## src/srbt_pkg.sv

```systemverilog
// Shared types, constants and helper functions for the segment receipt bitmap tracker.
// Used by the channel interfaces and the tracker core; depends on nothing else.
package srbt_pkg;

  // Default bitmap depth in bytes (legal range 1 to 256).
  localparam int unsigned BitmapBytesDefault = 64;

  // Field widths fixed by the request and result formats.
  localparam int unsigned ReqTypeW  = 2;
  localparam int unsigned SegIndexW = 9;
  localparam int unsigned BytePosW  = 6;
  localparam int unsigned TotalW    = 10;
  localparam int unsigned CountW    = 10;
  localparam int unsigned NextW     = 10;

  // Request codes.
  typedef enum logic [ReqTypeW-1:0] {
    REQ_MARK      = 2'd0,
    REQ_CLEAR_TWO = 2'd1,
    REQ_CLEAR_ALL = 2'd2,
    REQ_QUERY     = 2'd3
  } req_type_e;

  // Configuration register indexes.
  localparam int unsigned RegTotal    = 0;
  localparam int unsigned RegNearDone = 1;
  localparam int unsigned ApbAddrW    = 3;

  // A bitmap byte with every segment received.
  localparam logic [7:0] ByteFull = 8'hFF;

  // floor(y/5) for y below 256 is (y*205) >> 10.
  localparam logic [7:0] DivFiveMul   = 8'd205;
  localparam int unsigned DivFiveShift = 10;

  // Number of set bits in one bitmap byte.
  function automatic logic [3:0] byte_popcount(input logic [7:0] b);
    logic [3:0] acc;
    acc = 4'd0;
    for (int k = 0; k < 8; k++) begin
      acc = acc + {3'd0, b[k]};
    end
    return acc;
  endfunction

  // Position of the lowest clear bit of a byte that is not full.
  function automatic logic [2:0] first_zero(input logic [7:0] b);
    logic [2:0] pos;
    pos = 3'd0;
    for (int k = 7; k >= 0; k--) begin
      if (!b[k]) begin
        pos = 3'(k);
      end
    end
    return pos;
  endfunction

endpackage

```

## src/srbt_if.sv

```systemverilog
// Request and result channel interfaces of the segment receipt bitmap tracker.
// Depends on srbt_pkg for the field widths.
interface srbt_req_if;
  logic                              valid;
  logic                              ready;
  logic [srbt_pkg::ReqTypeW-1:0]     req_type;
  logic [srbt_pkg::SegIndexW-1:0]    seg_index;
  logic                              write_ok;
  logic [srbt_pkg::BytePosW-1:0]     byte_pos;

  modport source (output valid, req_type, seg_index, write_ok, byte_pos, input ready);
  modport sink   (input valid, req_type, seg_index, write_ok, byte_pos, output ready);
endinterface

interface srbt_rsp_if;
  logic                              valid;
  logic                              ready;
  logic                              already_received;
  logic                              erase_request;
  logic                              vector_ready;
  logic [srbt_pkg::CountW-1:0]       received_count;
  logic                              all_complete;
  logic                              near_done;
  logic                              next_found;
  logic [srbt_pkg::NextW-1:0]        next_missing_index;

  modport source (output valid, already_received, erase_request, vector_ready,
                  received_count, all_complete, near_done, next_found,
                  next_missing_index, input ready);
  modport sink   (input valid, already_received, erase_request, vector_ready,
                  received_count, all_complete, near_done, next_found,
                  next_missing_index, output ready);
endinterface

```

## src/segment_receipt_bitmap_tracker_core.sv

```systemverilog
// Top level of the segment receipt bitmap tracker: bitmap memory, scan sequencer, APB registers.
// Depends on srbt_pkg and the srbt_req_if / srbt_rsp_if channel interfaces.
//
// Usage:
//   Requests arrive on req_i (valid/ready); a transfer happens when both are high.
//   Each request yields exactly one result on rsp_o (valid/ready).
//   Mark requests read the segment's bitmap byte and write it back in the next cycle;
//   clear requests drop the per-byte valid bits, so cleared bytes read as zero.
//   Every request then scans the whole bitmap, one byte per cycle through a single
//   read port, accumulating the popcount, completion and first missing segment.
// Request pacing:
//   req_i.ready returns in the same cycle in which the result is first offered,
//   so a new request is taken only once the last one has been scanned; the byte
//   scan over the single memory port sets the pace of requests.
// Stalls: the result waits in an output register; the next request is accepted and
//   scanned meanwhile, and the sequencer holds at its final step until that
//   register frees up.
// Reset: the bitmap reads as all zeros at once (per-byte valid bits are cleared),
//   both configuration registers return to zero, and no result is pending.
// Configuration: APB, total_segments at 0x0, near_done_enable at 0x4; write only
//   while no request is in flight.
module segment_receipt_bitmap_tracker_core #(
  parameter int unsigned BITMAP_BYTES = srbt_pkg::BitmapBytesDefault
) (
  input  logic                          clk_i,
  input  logic                          rst_ni,
  srbt_req_if.sink                      req_i,
  srbt_rsp_if.source                    rsp_o,
  input  logic                          psel,
  input  logic                          penable,
  input  logic                          pwrite,
  input  logic [srbt_pkg::ApbAddrW-1:0] paddr,
  input  logic [31:0]                   pwdata,
  output logic [31:0]                   prdata,
  output logic                          pready
);

  localparam int unsigned IdxW  = (BITMAP_BYTES > 1) ? $clog2(BITMAP_BYTES) : 1;
  localparam int unsigned NbW   = $clog2(BITMAP_BYTES + 1);
  localparam int unsigned CntW  = $clog2(8 * BITMAP_BYTES + 1);
  localparam int unsigned CmpW  = (CntW > srbt_pkg::TotalW) ? CntW : srbt_pkg::TotalW;
  localparam logic [IdxW-1:0] LastIdx = IdxW'(BITMAP_BYTES - 1);

  typedef enum logic [1:0] {
    ST_IDLE,
    ST_MARK,
    ST_SCAN,
    ST_FIN
  } state_e;

  // Configuration registers.
  logic [srbt_pkg::TotalW-1:0] total_q;
  logic                        nde_q;

  // Sequencer and per-request registers.
  state_e                      state_q;
  logic [BITMAP_BYTES-1:0]     valid_q;
  logic [srbt_pkg::SegIndexW-1:0] seg_q;
  logic                        wok_q;
  logic                        inrange_q;
  logic [IdxW-1:0]             scan_q;
  logic                        pend_q;
  logic [IdxW-1:0]             pend_idx_q;
  logic [NbW-1:0]              nbytes_q;
  logic [CntW-1:0]             count_q;
  logic                        complete_q;
  logic                        found_q;
  logic [srbt_pkg::NextW-1:0]  next_q;
  logic                        already_q;
  logic                        erase_q;
  logic                        vec_q;

  // Memory read port.
  logic [7:0]                  mem_q [BITMAP_BYTES];
  logic [7:0]                  rd_data_q;
  logic                        rd_vld_q;

  // Output register.
  logic                        out_vld_q;
  logic                        o_already_q, o_erase_q, o_vec_q;
  logic [srbt_pkg::CountW-1:0] o_count_q;
  logic                        o_complete_q, o_near_q, o_found_q;
  logic [srbt_pkg::NextW-1:0]  o_next_q;

  logic                        req_xfer;
  logic [8:0]                  seg_byte;
  logic                        seg_inr;
  logic [IdxW-1:0]             rd_addr;
  logic [7:0]                  cur_byte;
  logic                        cur_bit;
  logic                        wr_en;
  logic [7:0]                  wr_data;
  logic [IdxW-1:0]             seg_idx;
  logic                        load;
  logic                        tail_found;
  logic [15:0]                 thr_prod;
  logic [CmpW-1:0]             thr_w;
  logic [CmpW-1:0]             total_w;
  logic [CmpW-1:0]             count_w;
  logic [CmpW-1:0]             remain_w;
  logic [srbt_pkg::TotalW-1:0] nb_full;
  logic [7:0]                  scan_byte;
  logic                        in_scope;
  logic [10:0]                 next_sum;
  logic [8:0]                  pos_lo;
  logic [8:0]                  pos_hi;

  // APB register port: always ready, writes on the access phase.
  assign pready = 1'b1;
  always_comb begin
    if (paddr[2]) begin
      prdata = {31'd0, nde_q};
    end else begin
      prdata = {{(32 - srbt_pkg::TotalW){1'b0}}, total_q};
    end
  end

  // Byte addressing of the incoming request.
  assign req_xfer = req_i.valid && req_i.ready;
  assign seg_byte = {3'd0, req_i.seg_index[srbt_pkg::SegIndexW-1:3]};
  assign seg_inr  = (32'(seg_byte) < BITMAP_BYTES);
  assign rd_addr  = (state_q == ST_IDLE) ? seg_byte[IdxW-1:0] : scan_q;
  assign pos_lo   = {3'd0, req_i.byte_pos};
  assign pos_hi   = pos_lo + 9'd1;
  assign seg_idx  = IdxW'({3'd0, seg_q[srbt_pkg::SegIndexW-1:3]});

  // A byte whose valid bit is clear reads as zero.
  assign cur_byte = rd_vld_q ? rd_data_q : 8'd0;
  assign cur_bit  = inrange_q && cur_byte[seg_q[2:0]];

  // Mark update: write the byte back with the segment's bit set.
  assign wr_en   = (state_q == ST_MARK) && !cur_bit &&
                   ({1'b0, seg_q} != total_q) && wok_q && inrange_q;
  assign wr_data = cur_byte | (8'd1 << seg_q[2:0]);

  // Per-byte scan step: popcount, completion and first clear bit.
  assign scan_byte = cur_byte;
  assign in_scope  = ({{(32 - IdxW){1'b0}}, pend_idx_q} < 32'(nbytes_q));
  assign next_sum  = 11'({pend_idx_q, srbt_pkg::first_zero(scan_byte)}) + 11'd1;

  // Final step: near-done threshold floor(total/20) and the all-set tail case.
  assign nb_full    = {3'd0, total_q[srbt_pkg::TotalW-1:3]};
  assign tail_found = (total_q != '0) && (total_q[2:0] == 3'd0) &&
                      (32'(nb_full) <= BITMAP_BYTES);
  assign thr_prod   = {8'd0, total_q[srbt_pkg::TotalW-1:2]} * {8'd0, srbt_pkg::DivFiveMul};
  assign thr_w      = CmpW'(thr_prod >> srbt_pkg::DivFiveShift);
  assign total_w    = CmpW'(total_q);
  assign count_w    = CmpW'(count_q);
  assign remain_w   = (count_w >= total_w) ? '0 : (total_w - count_w);
  assign load       = (state_q == ST_FIN) && !pend_q && (!out_vld_q || rsp_o.ready);

  assign req_i.ready = (state_q == ST_IDLE);

  // Bitmap memory: one write and one registered read per cycle.
  always_ff @(posedge clk_i) begin
    if (wr_en) begin
      mem_q[seg_idx] <= wr_data;
    end
    rd_data_q <= mem_q[rd_addr];
  end

  // Sequencer, valid bits, accumulators and output register.
  always_ff @(posedge clk_i or negedge rst_ni) begin
    if (!rst_ni) begin
      state_q      <= ST_IDLE;
      total_q      <= '0;
      nde_q        <= 1'b0;
      valid_q      <= '0;
      rd_vld_q     <= 1'b0;
      pend_q       <= 1'b0;
      out_vld_q    <= 1'b0;
      scan_q       <= '0;
      pend_idx_q   <= '0;
      seg_q        <= '0;
      wok_q        <= 1'b0;
      inrange_q    <= 1'b0;
      nbytes_q     <= '0;
      count_q      <= '0;
      complete_q   <= 1'b1;
      found_q      <= 1'b0;
      next_q       <= '0;
      already_q    <= 1'b0;
      erase_q      <= 1'b0;
      vec_q        <= 1'b0;
      o_already_q  <= 1'b0;
      o_erase_q    <= 1'b0;
      o_vec_q      <= 1'b0;
      o_count_q    <= '0;
      o_complete_q <= 1'b0;
      o_near_q     <= 1'b0;
      o_found_q    <= 1'b0;
      o_next_q     <= '0;
    end else begin
      // Register writes.
      if (psel && penable && pwrite) begin
        if (paddr[2] == 1'(srbt_pkg::RegNearDone)) begin
          nde_q <= pwdata[0];
        end else begin
          total_q <= pwdata[srbt_pkg::TotalW-1:0];
        end
      end

      rd_vld_q <= valid_q[rd_addr];

      // Result transfer frees the output register unless a new result loads.
      if (rsp_o.ready && !load) begin
        out_vld_q <= 1'b0;
      end

      // Scan data arrives in the cycle after its read was issued.
      pend_q <= (state_q == ST_SCAN);
      pend_idx_q <= scan_q;
      if (pend_q) begin
        count_q <= count_q + CntW'(srbt_pkg::byte_popcount(scan_byte));
        if (in_scope && (scan_byte != srbt_pkg::ByteFull)) begin
          complete_q <= 1'b0;
          if (!found_q) begin
            found_q <= 1'b1;
            next_q  <= next_sum[srbt_pkg::NextW-1:0];
          end
        end
      end

      case (state_q)
        ST_IDLE: begin
          if (req_xfer) begin
            seg_q      <= req_i.seg_index;
            wok_q      <= req_i.write_ok;
            inrange_q  <= seg_inr;
            scan_q     <= '0;
            count_q    <= '0;
            complete_q <= 1'b1;
            found_q    <= 1'b0;
            next_q     <= '0;
            already_q  <= 1'b0;
            erase_q    <= 1'b0;
            vec_q      <= 1'b0;
            nbytes_q   <= (32'(nb_full) > BITMAP_BYTES) ? NbW'(BITMAP_BYTES)
                                                        : NbW'(nb_full);
            case (srbt_pkg::req_type_e'(req_i.req_type))
              srbt_pkg::REQ_MARK: begin
                state_q <= ST_MARK;
              end
              srbt_pkg::REQ_CLEAR_TWO: begin
                if (32'(pos_lo) < BITMAP_BYTES) begin
                  valid_q[pos_lo[IdxW-1:0]] <= 1'b0;
                end
                if (32'(pos_hi) < BITMAP_BYTES) begin
                  valid_q[pos_hi[IdxW-1:0]] <= 1'b0;
                end
                state_q <= ST_SCAN;
              end
              srbt_pkg::REQ_CLEAR_ALL: begin
                valid_q <= '0;
                state_q <= ST_SCAN;
              end
              default: begin
                state_q <= ST_SCAN;
              end
            endcase
          end
        end
        ST_MARK: begin
          // Already-set wins, then the vector segment, then write or erase.
          if (cur_bit) begin
            already_q <= 1'b1;
          end else if ({1'b0, seg_q} == total_q) begin
            vec_q <= 1'b1;
          end else if (!wok_q) begin
            erase_q <= 1'b1;
          end
          if (wr_en) begin
            valid_q[seg_idx] <= 1'b1;
          end
          state_q <= ST_SCAN;
        end
        ST_SCAN: begin
          if (scan_q == LastIdx) begin
            state_q <= ST_FIN;
          end else begin
            scan_q <= scan_q + IdxW'(1);
          end
        end
        ST_FIN: begin
          if (load) begin
            out_vld_q    <= 1'b1;
            o_already_q  <= already_q;
            o_erase_q    <= erase_q;
            o_vec_q      <= vec_q;
            o_count_q    <= srbt_pkg::CountW'(count_q);
            o_complete_q <= complete_q;
            o_near_q     <= nde_q && (remain_w <= thr_w);
            o_found_q    <= found_q || tail_found;
            if (found_q) begin
              o_next_q <= next_q;
            end else if (tail_found) begin
              o_next_q <= total_q + srbt_pkg::TotalW'(1);
            end else begin
              o_next_q <= '0;
            end
            state_q <= ST_IDLE;
          end
        end
        default: begin
          state_q <= ST_IDLE;
        end
      endcase
    end
  end

  // Result channel.
  assign rsp_o.valid              = out_vld_q;
  assign rsp_o.already_received   = o_already_q;
  assign rsp_o.erase_request      = o_erase_q;
  assign rsp_o.vector_ready       = o_vec_q;
  assign rsp_o.received_count     = o_count_q;
  assign rsp_o.all_complete       = o_complete_q;
  assign rsp_o.near_done          = o_near_q;
  assign rsp_o.next_found         = o_found_q;
  assign rsp_o.next_missing_index = o_next_q;

  // A scan byte is only in flight right after a scan read.
  assert property (@(posedge clk_i) disable iff (!rst_ni)
    pend_q |-> $past(state_q == ST_SCAN))
    else $error("scan data pending without a scan read");

  // The bitmap is written back only during the mark update step, and the written byte is then marked valid.
  assert property (@(posedge clk_i) disable iff (!rst_ni)
    wr_en |=> valid_q[$past(seg_idx)])
    else $error("written bitmap byte not marked valid");

  // A missing segment inside the scanned bytes rules out completion.
  assert property (@(posedge clk_i) disable iff (!rst_ni)
    found_q |-> !complete_q)
    else $error("first missing segment found on a complete bitmap");

  // A result is loaded only once the last scan byte has been counted.
  assert property (@(posedge clk_i) disable iff (!rst_ni)
    $rose(out_vld_q) |-> $past(state_q == ST_FIN) && !$past(pend_q))
    else $error("result loaded before the scan finished");

endmodule

```

## src/flat_wrapper.sv

```systemverilog
// flat-port wrapper written by rule: the top's interface ports become plain ports
module segment_receipt_bitmap_tracker_core_flat 
#(
  parameter int unsigned BITMAP_BYTES = srbt_pkg::BitmapBytesDefault
)
  (clk_i, rst_ni, psel, penable, pwrite, paddr, pwdata, prdata, pready, req_i_valid, req_i_req_type, req_i_seg_index, req_i_write_ok, req_i_byte_pos, req_i_ready, rsp_o_valid, rsp_o_already_received, rsp_o_erase_request, rsp_o_vector_ready, rsp_o_received_count, rsp_o_all_complete, rsp_o_near_done, rsp_o_next_found, rsp_o_next_missing_index, rsp_o_ready);
  srbt_req_if req_i_i ();
  srbt_rsp_if rsp_o_i ();
  input  logic clk_i;
  input  logic rst_ni;
  input  logic psel;
  input  logic penable;
  input  logic pwrite;
  input  logic [srbt_pkg::ApbAddrW-1:0] paddr;
  input  logic [31:0] pwdata;
  output logic [31:0] prdata;
  output logic pready;
  input wire logic [$bits(req_i_i.valid)-1:0] req_i_valid;
  input wire logic [$bits(req_i_i.req_type)-1:0] req_i_req_type;
  input wire logic [$bits(req_i_i.seg_index)-1:0] req_i_seg_index;
  input wire logic [$bits(req_i_i.write_ok)-1:0] req_i_write_ok;
  input wire logic [$bits(req_i_i.byte_pos)-1:0] req_i_byte_pos;
  output wire logic [$bits(req_i_i.ready)-1:0] req_i_ready;
  output wire logic [$bits(rsp_o_i.valid)-1:0] rsp_o_valid;
  output wire logic [$bits(rsp_o_i.already_received)-1:0] rsp_o_already_received;
  output wire logic [$bits(rsp_o_i.erase_request)-1:0] rsp_o_erase_request;
  output wire logic [$bits(rsp_o_i.vector_ready)-1:0] rsp_o_vector_ready;
  output wire logic [$bits(rsp_o_i.received_count)-1:0] rsp_o_received_count;
  output wire logic [$bits(rsp_o_i.all_complete)-1:0] rsp_o_all_complete;
  output wire logic [$bits(rsp_o_i.near_done)-1:0] rsp_o_near_done;
  output wire logic [$bits(rsp_o_i.next_found)-1:0] rsp_o_next_found;
  output wire logic [$bits(rsp_o_i.next_missing_index)-1:0] rsp_o_next_missing_index;
  input wire logic [$bits(rsp_o_i.ready)-1:0] rsp_o_ready;
  assign req_i_i.valid = req_i_valid;
  assign req_i_i.req_type = req_i_req_type;
  assign req_i_i.seg_index = req_i_seg_index;
  assign req_i_i.write_ok = req_i_write_ok;
  assign req_i_i.byte_pos = req_i_byte_pos;
  assign req_i_ready = req_i_i.ready;
  assign rsp_o_valid = rsp_o_i.valid;
  assign rsp_o_already_received = rsp_o_i.already_received;
  assign rsp_o_erase_request = rsp_o_i.erase_request;
  assign rsp_o_vector_ready = rsp_o_i.vector_ready;
  assign rsp_o_received_count = rsp_o_i.received_count;
  assign rsp_o_all_complete = rsp_o_i.all_complete;
  assign rsp_o_near_done = rsp_o_i.near_done;
  assign rsp_o_next_found = rsp_o_i.next_found;
  assign rsp_o_next_missing_index = rsp_o_i.next_missing_index;
  assign rsp_o_i.ready = rsp_o_ready;
  segment_receipt_bitmap_tracker_core #(.BITMAP_BYTES(BITMAP_BYTES)) u_core (.clk_i(clk_i), .rst_ni(rst_ni), .req_i(req_i_i), .rsp_o(rsp_o_i), .psel(psel), .penable(penable), .pwrite(pwrite), .paddr(paddr), .pwdata(pwdata), .prdata(prdata), .pready(pready));
endmodule
```

## config.mk

```make
export PLATFORM = sky130hd
export DESIGN_NAME = segment_receipt_bitmap_tracker_core_flat
export DESIGN_NICKNAME = d
export VERILOG_FILES = /design/src/srbt_pkg.sv /design/src/srbt_if.sv /design/src/segment_receipt_bitmap_tracker_core.sv /design/src/flat_wrapper.sv
export SDC_FILE = /design/constraint.sdc
export NUM_CORES = 1
export LEC_CHECK = 0
export ABC_AREA = 1
export BUFFER_PORTS_ARGS = -buffer_cell sky130_fd_sc_hd__buf_2
export CORE_AREA = 5 5 324 326
export CTS_CLUSTER_DIAMETER = 80
export DETAILED_ROUTE_END_ITERATION = 16
export DIE_AREA = 0 0 329 331
export GPL_TIMING_DRIVEN = 0
export PLACE_DENSITY_LB_ADDON = 0.05
export SLEW_MARGIN = 20
export SYNTH_ARGS = -nofsm -noshare
export SYNTH_HDL_FRONTEND = slang
export SYNTH_SLANG_ARGS = --single-unit
```

## constraint.sdc

```tcl
create_clock -name clk_i -period 4.25 [get_ports clk_i]
set_clock_uncertainty 0.15 [all_clocks]
set_input_delay 0.425 -clock clk_i [delete_from_list [all_inputs] [get_ports clk_i]]
set_output_delay 0.425 -clock clk_i [all_outputs]
set_load 0.05 [all_outputs]
```

**Yosys cells after proc, flatten, opt, wreduce, memory -nomap -nowiden**

Memory sizes are Yosys's and may differ from the RTL's. A register that Yosys moved wholly into a read port is not among the register bits.
Cells that the tools add are included.

- Output and inout bits: 61
- Logic and storage cells: 200
- Memories: 1
- Input bits: 60
- Bits in writable memories: 512
- Register bits: 161

- Bitwise gates (word level): 7
- Multiply operators: 1
- Reduce and logical (&&, ||, !) cells: 40
- Add/sub/neg operators: 13
- Mux-type cells: 73
- Shifts and indexed selects: 1
- Equal/unequal tests: 20
- Order comparisons: 16

Memory list:

| name | depth | bits a word | rd ports | clocked after Yosys merged registers in | wr ports | RTL line | text |
|---|---|---|---|---|---|---|---|
| u_core.mem_q | 64 | 8 | 1 | 1 | 1 | segment_receipt_bitmap_tracker_core.sv:74 | `logic [7:0] mem_q [BITMAP_BYTES];` |

Operators by type and width:

| kind | count |
|---|---|
| two-way mux 64 bit | 7 |
| one-hot mux 64 bit (2 select lines) | 2 |
| AND 64 bit | 2 |
| inverter 64 bit | 2 |
| two-way mux 10 bit | 12 |
| OR 64 bit | 1 |
| < comparator 6 x 7 -> 1 bit, second input constant | 6 |
| two-way mux 1 bit | 25 |
| adder 4 x 1 -> 4 bit | 6 |
| two-way mux 3 bit | 8 |
| demux 1 bit (select 6 bit) | 3 |
| greater-or-equal comparator 6 x 1 -> 1 bit, second input constant | 3 |
| logical AND 1 bit | 18 |
| two-way mux 6 bit | 3 |
| multiplier 8 x 8 -> 16 bit, second input constant | 1 |
| inequality test 2 bit, second input constant | 7 |
| one-hot mux 6 bit (2 select lines) | 1 |
| adder 10 x 1 -> 10 bit, second input constant | 1 |
| adder 10 x 4 -> 10 bit | 1 |
| adder 9 x 1 -> 10 bit, second input constant | 1 |
| == test 9 x 10 -> 1 bit | 1 |
| greater-or-equal comparator 10 bit | 1 |
| <= comparator 10 x 6 -> 1 bit | 1 |
| inequality test 9 x 10 -> 1 bit | 1 |
| other kinds (35) | 57 |

**Logic depth before layout (Yosys ltp)**

- Depth after elaboration: 15
- Gate-level depth with buffers: 23
- Mapped depth without buffers: 23

**Least setup slack after synthesis**

No wires, ideal clock.

- Path type: flip-flop to flip-flop
- Start point: reg u_core.total_q[3] (netlist bit)
- End point: reg u_core.o_near_q (netlist: u_core.rsp_o.near_done)
- Cell stages (with the launch flop): 24
- Arrival time: 4.192 ns
- Clock period less this slack: 4.460 ns
- Data required time: 3.982 ns
- Buffers on the path: 0
- Library setup time: 0.118 ns
- Setup slack: -0.210 ns
- Path through: dfrtp_1 -> inv_1 -> ha_1 -> xor2_1 -> ha_1 -> fa_1 -> inv_1 -> fa_1 -> inv_1 -> ha_1 -> a21oi_1 -> o21ai_0 -> inv_1 -> nand2_1 -> a21oi_1 -> xor2_1 -> ha_1 -> nand2_1 -> nor2_1 -> nand2_1 -> o2111ai_1 -> a21oi_1 -> nand2_1 -> nand2_1

- Word-level cells in the longest chain between the ends: 4
- Elaborated cells between the ends (all ways): 6
- Classes of those cells: add/sub (1); mul (1); order compare (2); mux (1); reduce/logical (1)

RTL lines:

| item | RTL line | text |
|---|---|---|
| start, declared | segment_receipt_bitmap_tracker_core.sv:52 | `logic [srbt_pkg::TotalW-1:0] total_q;` |
| start signal, assigned | segment_receipt_bitmap_tracker_core.sv:199 | `total_q <= pwdata[srbt_pkg::TotalW-1:0];` |
| branches (longest 2 deep; another with multiplier 8 x 8 -> 16 bit) | n/a |  |
| <= comparator 10 x 6 -> 1 bit * | segment_receipt_bitmap_tracker_core.sv:292 | `o_near_q <= nde_q && (remain_w <= thr_w);` |
| logical AND 1 bit * | segment_receipt_bitmap_tracker_core.sv:292 |  |
| end signal, assigned | segment_receipt_bitmap_tracker_core.sv:292 |  |
| end, declared | segment_receipt_bitmap_tracker_core.sv:82 | `logic o_complete_q, o_near_q, o_found_q;` |

Every way passes the cells marked *.
A chain may end at the register's enable or synchronous reset.

**Final worst setup path**

- Start point: reg u_core.total_q[2] (netlist bit)
- End point: reg u_core.o_near_q (netlist: u_core.rsp_o.near_done)

The elaborated chain is that of the path after synthesis.

==> PnR_summary.wiki <==
{| class="wikitable"
! Metric !! Value
|-
| Result of the run || finished with violations
|-
| Failing checks || negative setup slack
|-
| Proportion of power drawn by flip-flops and latches || 25.2%
|-
| Number of filler instances in the final layout || 10300
|-
| Overall global routing resource usage || 26.2%
|-
| Number of slew-limit violations in the final report || 0
|-
| #FFs+latches synth || 681
|-
| TritonRoute pass-1 iters || 6
|-
| Main flop type after synthesis || edfxtp_1
|-
| Setup violation total in the final timing report || 5
|-
| DR DRC count || 0
|-
| Area of all placed cells without fillers || 41900 um^2
|-
| Total core area || 101000 um^2
|-
| Placed Instance Area || 38200 um^2
|-
| Class of the worst hold path || in -> reg
|-
| Wire length of the first global-routing pass || 205000 um
|-
| Setup Crit Path Kind || reg -> reg
|-
| Peak Freq || 0.223 GHz
|-
| Clock period minus final worst setup slack || 4.49 ns
|-
| Startpoint class of the critical path || flop
|-
| Final setup TNS || -0.381 ns
|-
| Final net count || 4492
|-
| Count of H-tree levels built during CTS || 3
|-
| Largest fanout of any net on the critical path || 3
|-
| Ratio of cells with drive above 1 in the final layout || 11.7%
|-
| Sequential cell area fraction in the yosys report || 55.6%
|-
| Routability-driven placement congestion ratio || 0.903
|-
| Largest buffer count on any clock path || 3
|-
| Setup repair after global routing missed its margin || yes
|-
| Pin count of the biggest net entering global routing || 86
|-
| Ratio of final minimum period to clock period || 106%
|-
| Initial antenna violation count || 4
|-
| Required time worst endpoint || 4.71 ns
|-
| Effective utilization at floorplan || 34.7%
|-
| Clock transition at the registers of the reported paths || 0.05 ns
|-
| Buffer cell driving the clock tree root || clkbuf_16
|-
| Number of antenna diodes || 0
|-
| Worst-Margin Slew || 1.20 ns
|-
| CTS sink count || 681
|-
| Global route total overflow || 0
|-
| Cell area power density || 873 nW/um^2
|-
| Count of flip-flops with a built-in enable after synthesis || 512
|-
| Number of maximum-capacitance violations || 0
|-
| Number of global-route vias before repair || 27800
|-
| Remaining number of nets flagged by the antenna check after routing || 0
|-
| Die span in y || 331 um
|-
| Die width || 329 um
|-
| Net switching share of the total power || 48.9%
|-
| WP data arrival || 4.94 ns
|-
| Netlist Area Pre-Place || 35200 um^2
|-
| Clock insertion delay at the later pin of the skew report || 0.68 ns
|-
| Part of the power in the clock network || 19.6%
|-
| Layout area overhead || 18.9%
|-
| Total die area || 109000 um^2
|-
| Comb pwr share || 55.2%
|-
| Syn. warnings || 0
|-
| Total net switching power || 0.0179 W
|-
| Critical Path End Type || flop
|-
| Number of placement rows || 117
|-
| Detailed placement HPWL || 103000 um
|-
| Detailed router's first-iteration violation count || 2685
|-
| Number of primary I/O pins || 121
|-
| WHS || 0.140 ns
|-
| Post-synthesis instance total || 4062
|-
| Synthesized area per cell || 8.66 um^2
|-
| TritonCTS clock tree || yes
|-
| Drt via density || 5.14
|-
| Fraction of registers with async set/reset || 23.6%
|-
| Int Pwr || 0.0187 W
|-
| Leak Pwr || 18.3 nW
|-
| Cell accounting for the most synthesized area || edfxtp_1
|-
| Number of different library cells in the post-synthesis netlist || 48
|-
| IR Drop Worst-Case VDD || 788 uV
|-
| Share of Yosys cell area claimed by the top area cell type || 43.7%
|-
| Sequential Area || 19600 um^2
|-
| Most repeated cell in the gate-level netlist after synthesis || nand2_1
|-
| Top cells by instance count after synthesis || 1284 x nand2_1, 526 x inv_1, 512 x edfxtp_1
|-
| Tot Pwr || 0.0366 W
|-
| Vias post-DR || 29600
|-
| Footprint of the multi-input gates || 13200 um^2
|-
| Port buffer count || 71
|-
| Routed length per instance || 25.3 um
|-
| Final hold vios || 0
|-
| Final routed wirelength across all metal layers || 146000 um
|-
| Number of buffers added by the clock tree synthesis step || 84
|-
| Post-layout worst setup margin || -0.237 ns
|-
| Leading post-synthesis cells by cell area || edfxtp_1 44%, nand2_1 14%, dfrtp_1 11%, nand3_1 6.8%, inv_1 5.6%
|-
| Max-slew headroom at the worst pin || 20.3%
|}
-- sequential cells by signal, indices dropped and copies added (netlist names), 2 cells and up --
register	flops
u_core.mem_q	512
u_core.rd_data_q	8
u_core.valid_q	64
u_core.next_q	10
u_core.rsp_o.received_count	10
u_core.count_q	10
u_core.state_q	2
u_core.scan_q	6
u_core.rsp_o.next_missing_index	10
u_core.total_q	10
u_core.pend_idx_q	6
u_core.nbytes_q	7
u_core.seg_q	9
-- worst paths after layout --
kind / depth (start not counted) / slack [ns] / to / from
min in group asynchronous: 2 / 0.16 / u_core.valid_q[55] / rst_ni
worst max register to register: 23 / -0.24 / u_core.rsp_o.near_done / u_core.total_q[2]
worst min-delay path: 4 / 0.14 / u_core.scan_q[5] / req_i_valid
worst max-delay path: 23 / -0.24 / u_core.rsp_o.near_done / u_core.total_q[2]
worst min register to register: 0 / 0.26 / u_core.pend_idx_q[3] / u_core.scan_q[3]
max in group asynchronous: 3 / 2.79 / u_core.total_q[6] / rst_ni
-- metal layers --
layer / GRT usage [%] / wire, um / part of all wire, % / up-vias
met1: 35.7 / 62900 / 43 / 14400
met2: 42.8 / 67300 / 46 / 1105
met5: 0 / 0 / 0 / -
met3: 4.34 / 10000 / 6.9 / 260
li1: - / - / - / 13800
met4: 8.92 / 5590 / 3.8 / 0
-- layout make-up --
class                           count  area share (%)
Inverter                          540            4.92
Clock buffer                      117            5.61
Timing Repair Buffer              158            3.81
Tap cell                         1368            4.09
Multi-Input combinational cell   2656            31.6
Buffer                            205            2.39
Sequential cell                   681            46.8
Clock inverter                     40           0.858
-- through the flow --
step,std cells,util (%),setup slack [ns]
after global placement,5522,36.8,-6.08
after detailed placement,5547,37.6,-0.870
after floorplan,4083,-,0.00270
final,5765,41.3,-0.237
after global routing,5765,41.3,-0.439
after CTS,5756,41.0,-0.309
-- worst max-delay path, stage by stage (launching register included) --
cell and delay (ns):
dfrtp_2 0.47, buf_12 0.16, ha_4 0.18, xor2_2 0.20, ha_4 0.23, fa_1 0.50, inv_1 0.06, fa_1 0.49
inv_2 0.05, ha_4 0.22, a21oi_2 0.14, o21ai_2 0.07, inv_1 0.06, nand2_2 0.06, a21oi_2 0.13, xor2_1 0.22
ha_1 0.29, a21oi_2 0.13, nor2_1 0.05, nor2_1 0.13, o2111ai_2 0.12, a21oi_2 0.17, nand2_1 0.08, nand2_1 0.06
-- layout by cell type, fill, tap and decap left out, types with 10 or more instances in the layout --
master / n
nor2_1: 296
nand3_1: 475
ha_1: 71
buf_4: 61
buf_16: 23
inv_2: 15
ha_4: 18
inv_1: 512
fa_1: 12
conb_1: 23
clkbuf_16: 87
clkbuf_1: 88
o211ai_1: 54
a31oi_1: 35
buf_2: 167
nor3_1: 10
nor3_2: 12
clkinv_1: 20
xor2_1: 12
edfxtp_1: 512
a21oi_1: 102
nor2_2: 10
nand2_2: 10
o21ai_0: 86
nand2_1: 1274
clkinv_2: 12
dlygate4sd3_1: 23
dfrtp_1: 151
nand4_1: 69
buf_1: 12
-- logic make-up after synthesis --
kind of cell	after synthesis	synth area share [%]
XOR/XNOR	22	0.548
AND/OR/NAND/NOR	2173	25.7
adder cells (fa/ha/maj)	106	4.11
flip-flops	681	55.6
buffers and inverters	746	8.61
AO/OA/AOI/OAI	332	5.44
other	2	0.0213
-- power by group through the flow --
stage	clock, W	sequential, W	combinational [W]
after floorplan	0	0.00969	0.00974
after global placement	0	0.00947	0.0172
after detailed placement	0	0.00934	0.0187
after CTS	0.00730	0.00918	0.0193
after global routing	0.00754	0.00926	0.0215
final	0.00716	0.00920	0.0202
-- what timing repair did --
action	4_1_cts	5_1_grt
gates cloned	0	0
hold endpoints to repair	98	0
setup endpoints to repair	8	8
pin swaps	12	31
setup buffers	30	9
hold buffers	23	0
gates resized for setup	38	54
Power figures use the tool's default switching activity.
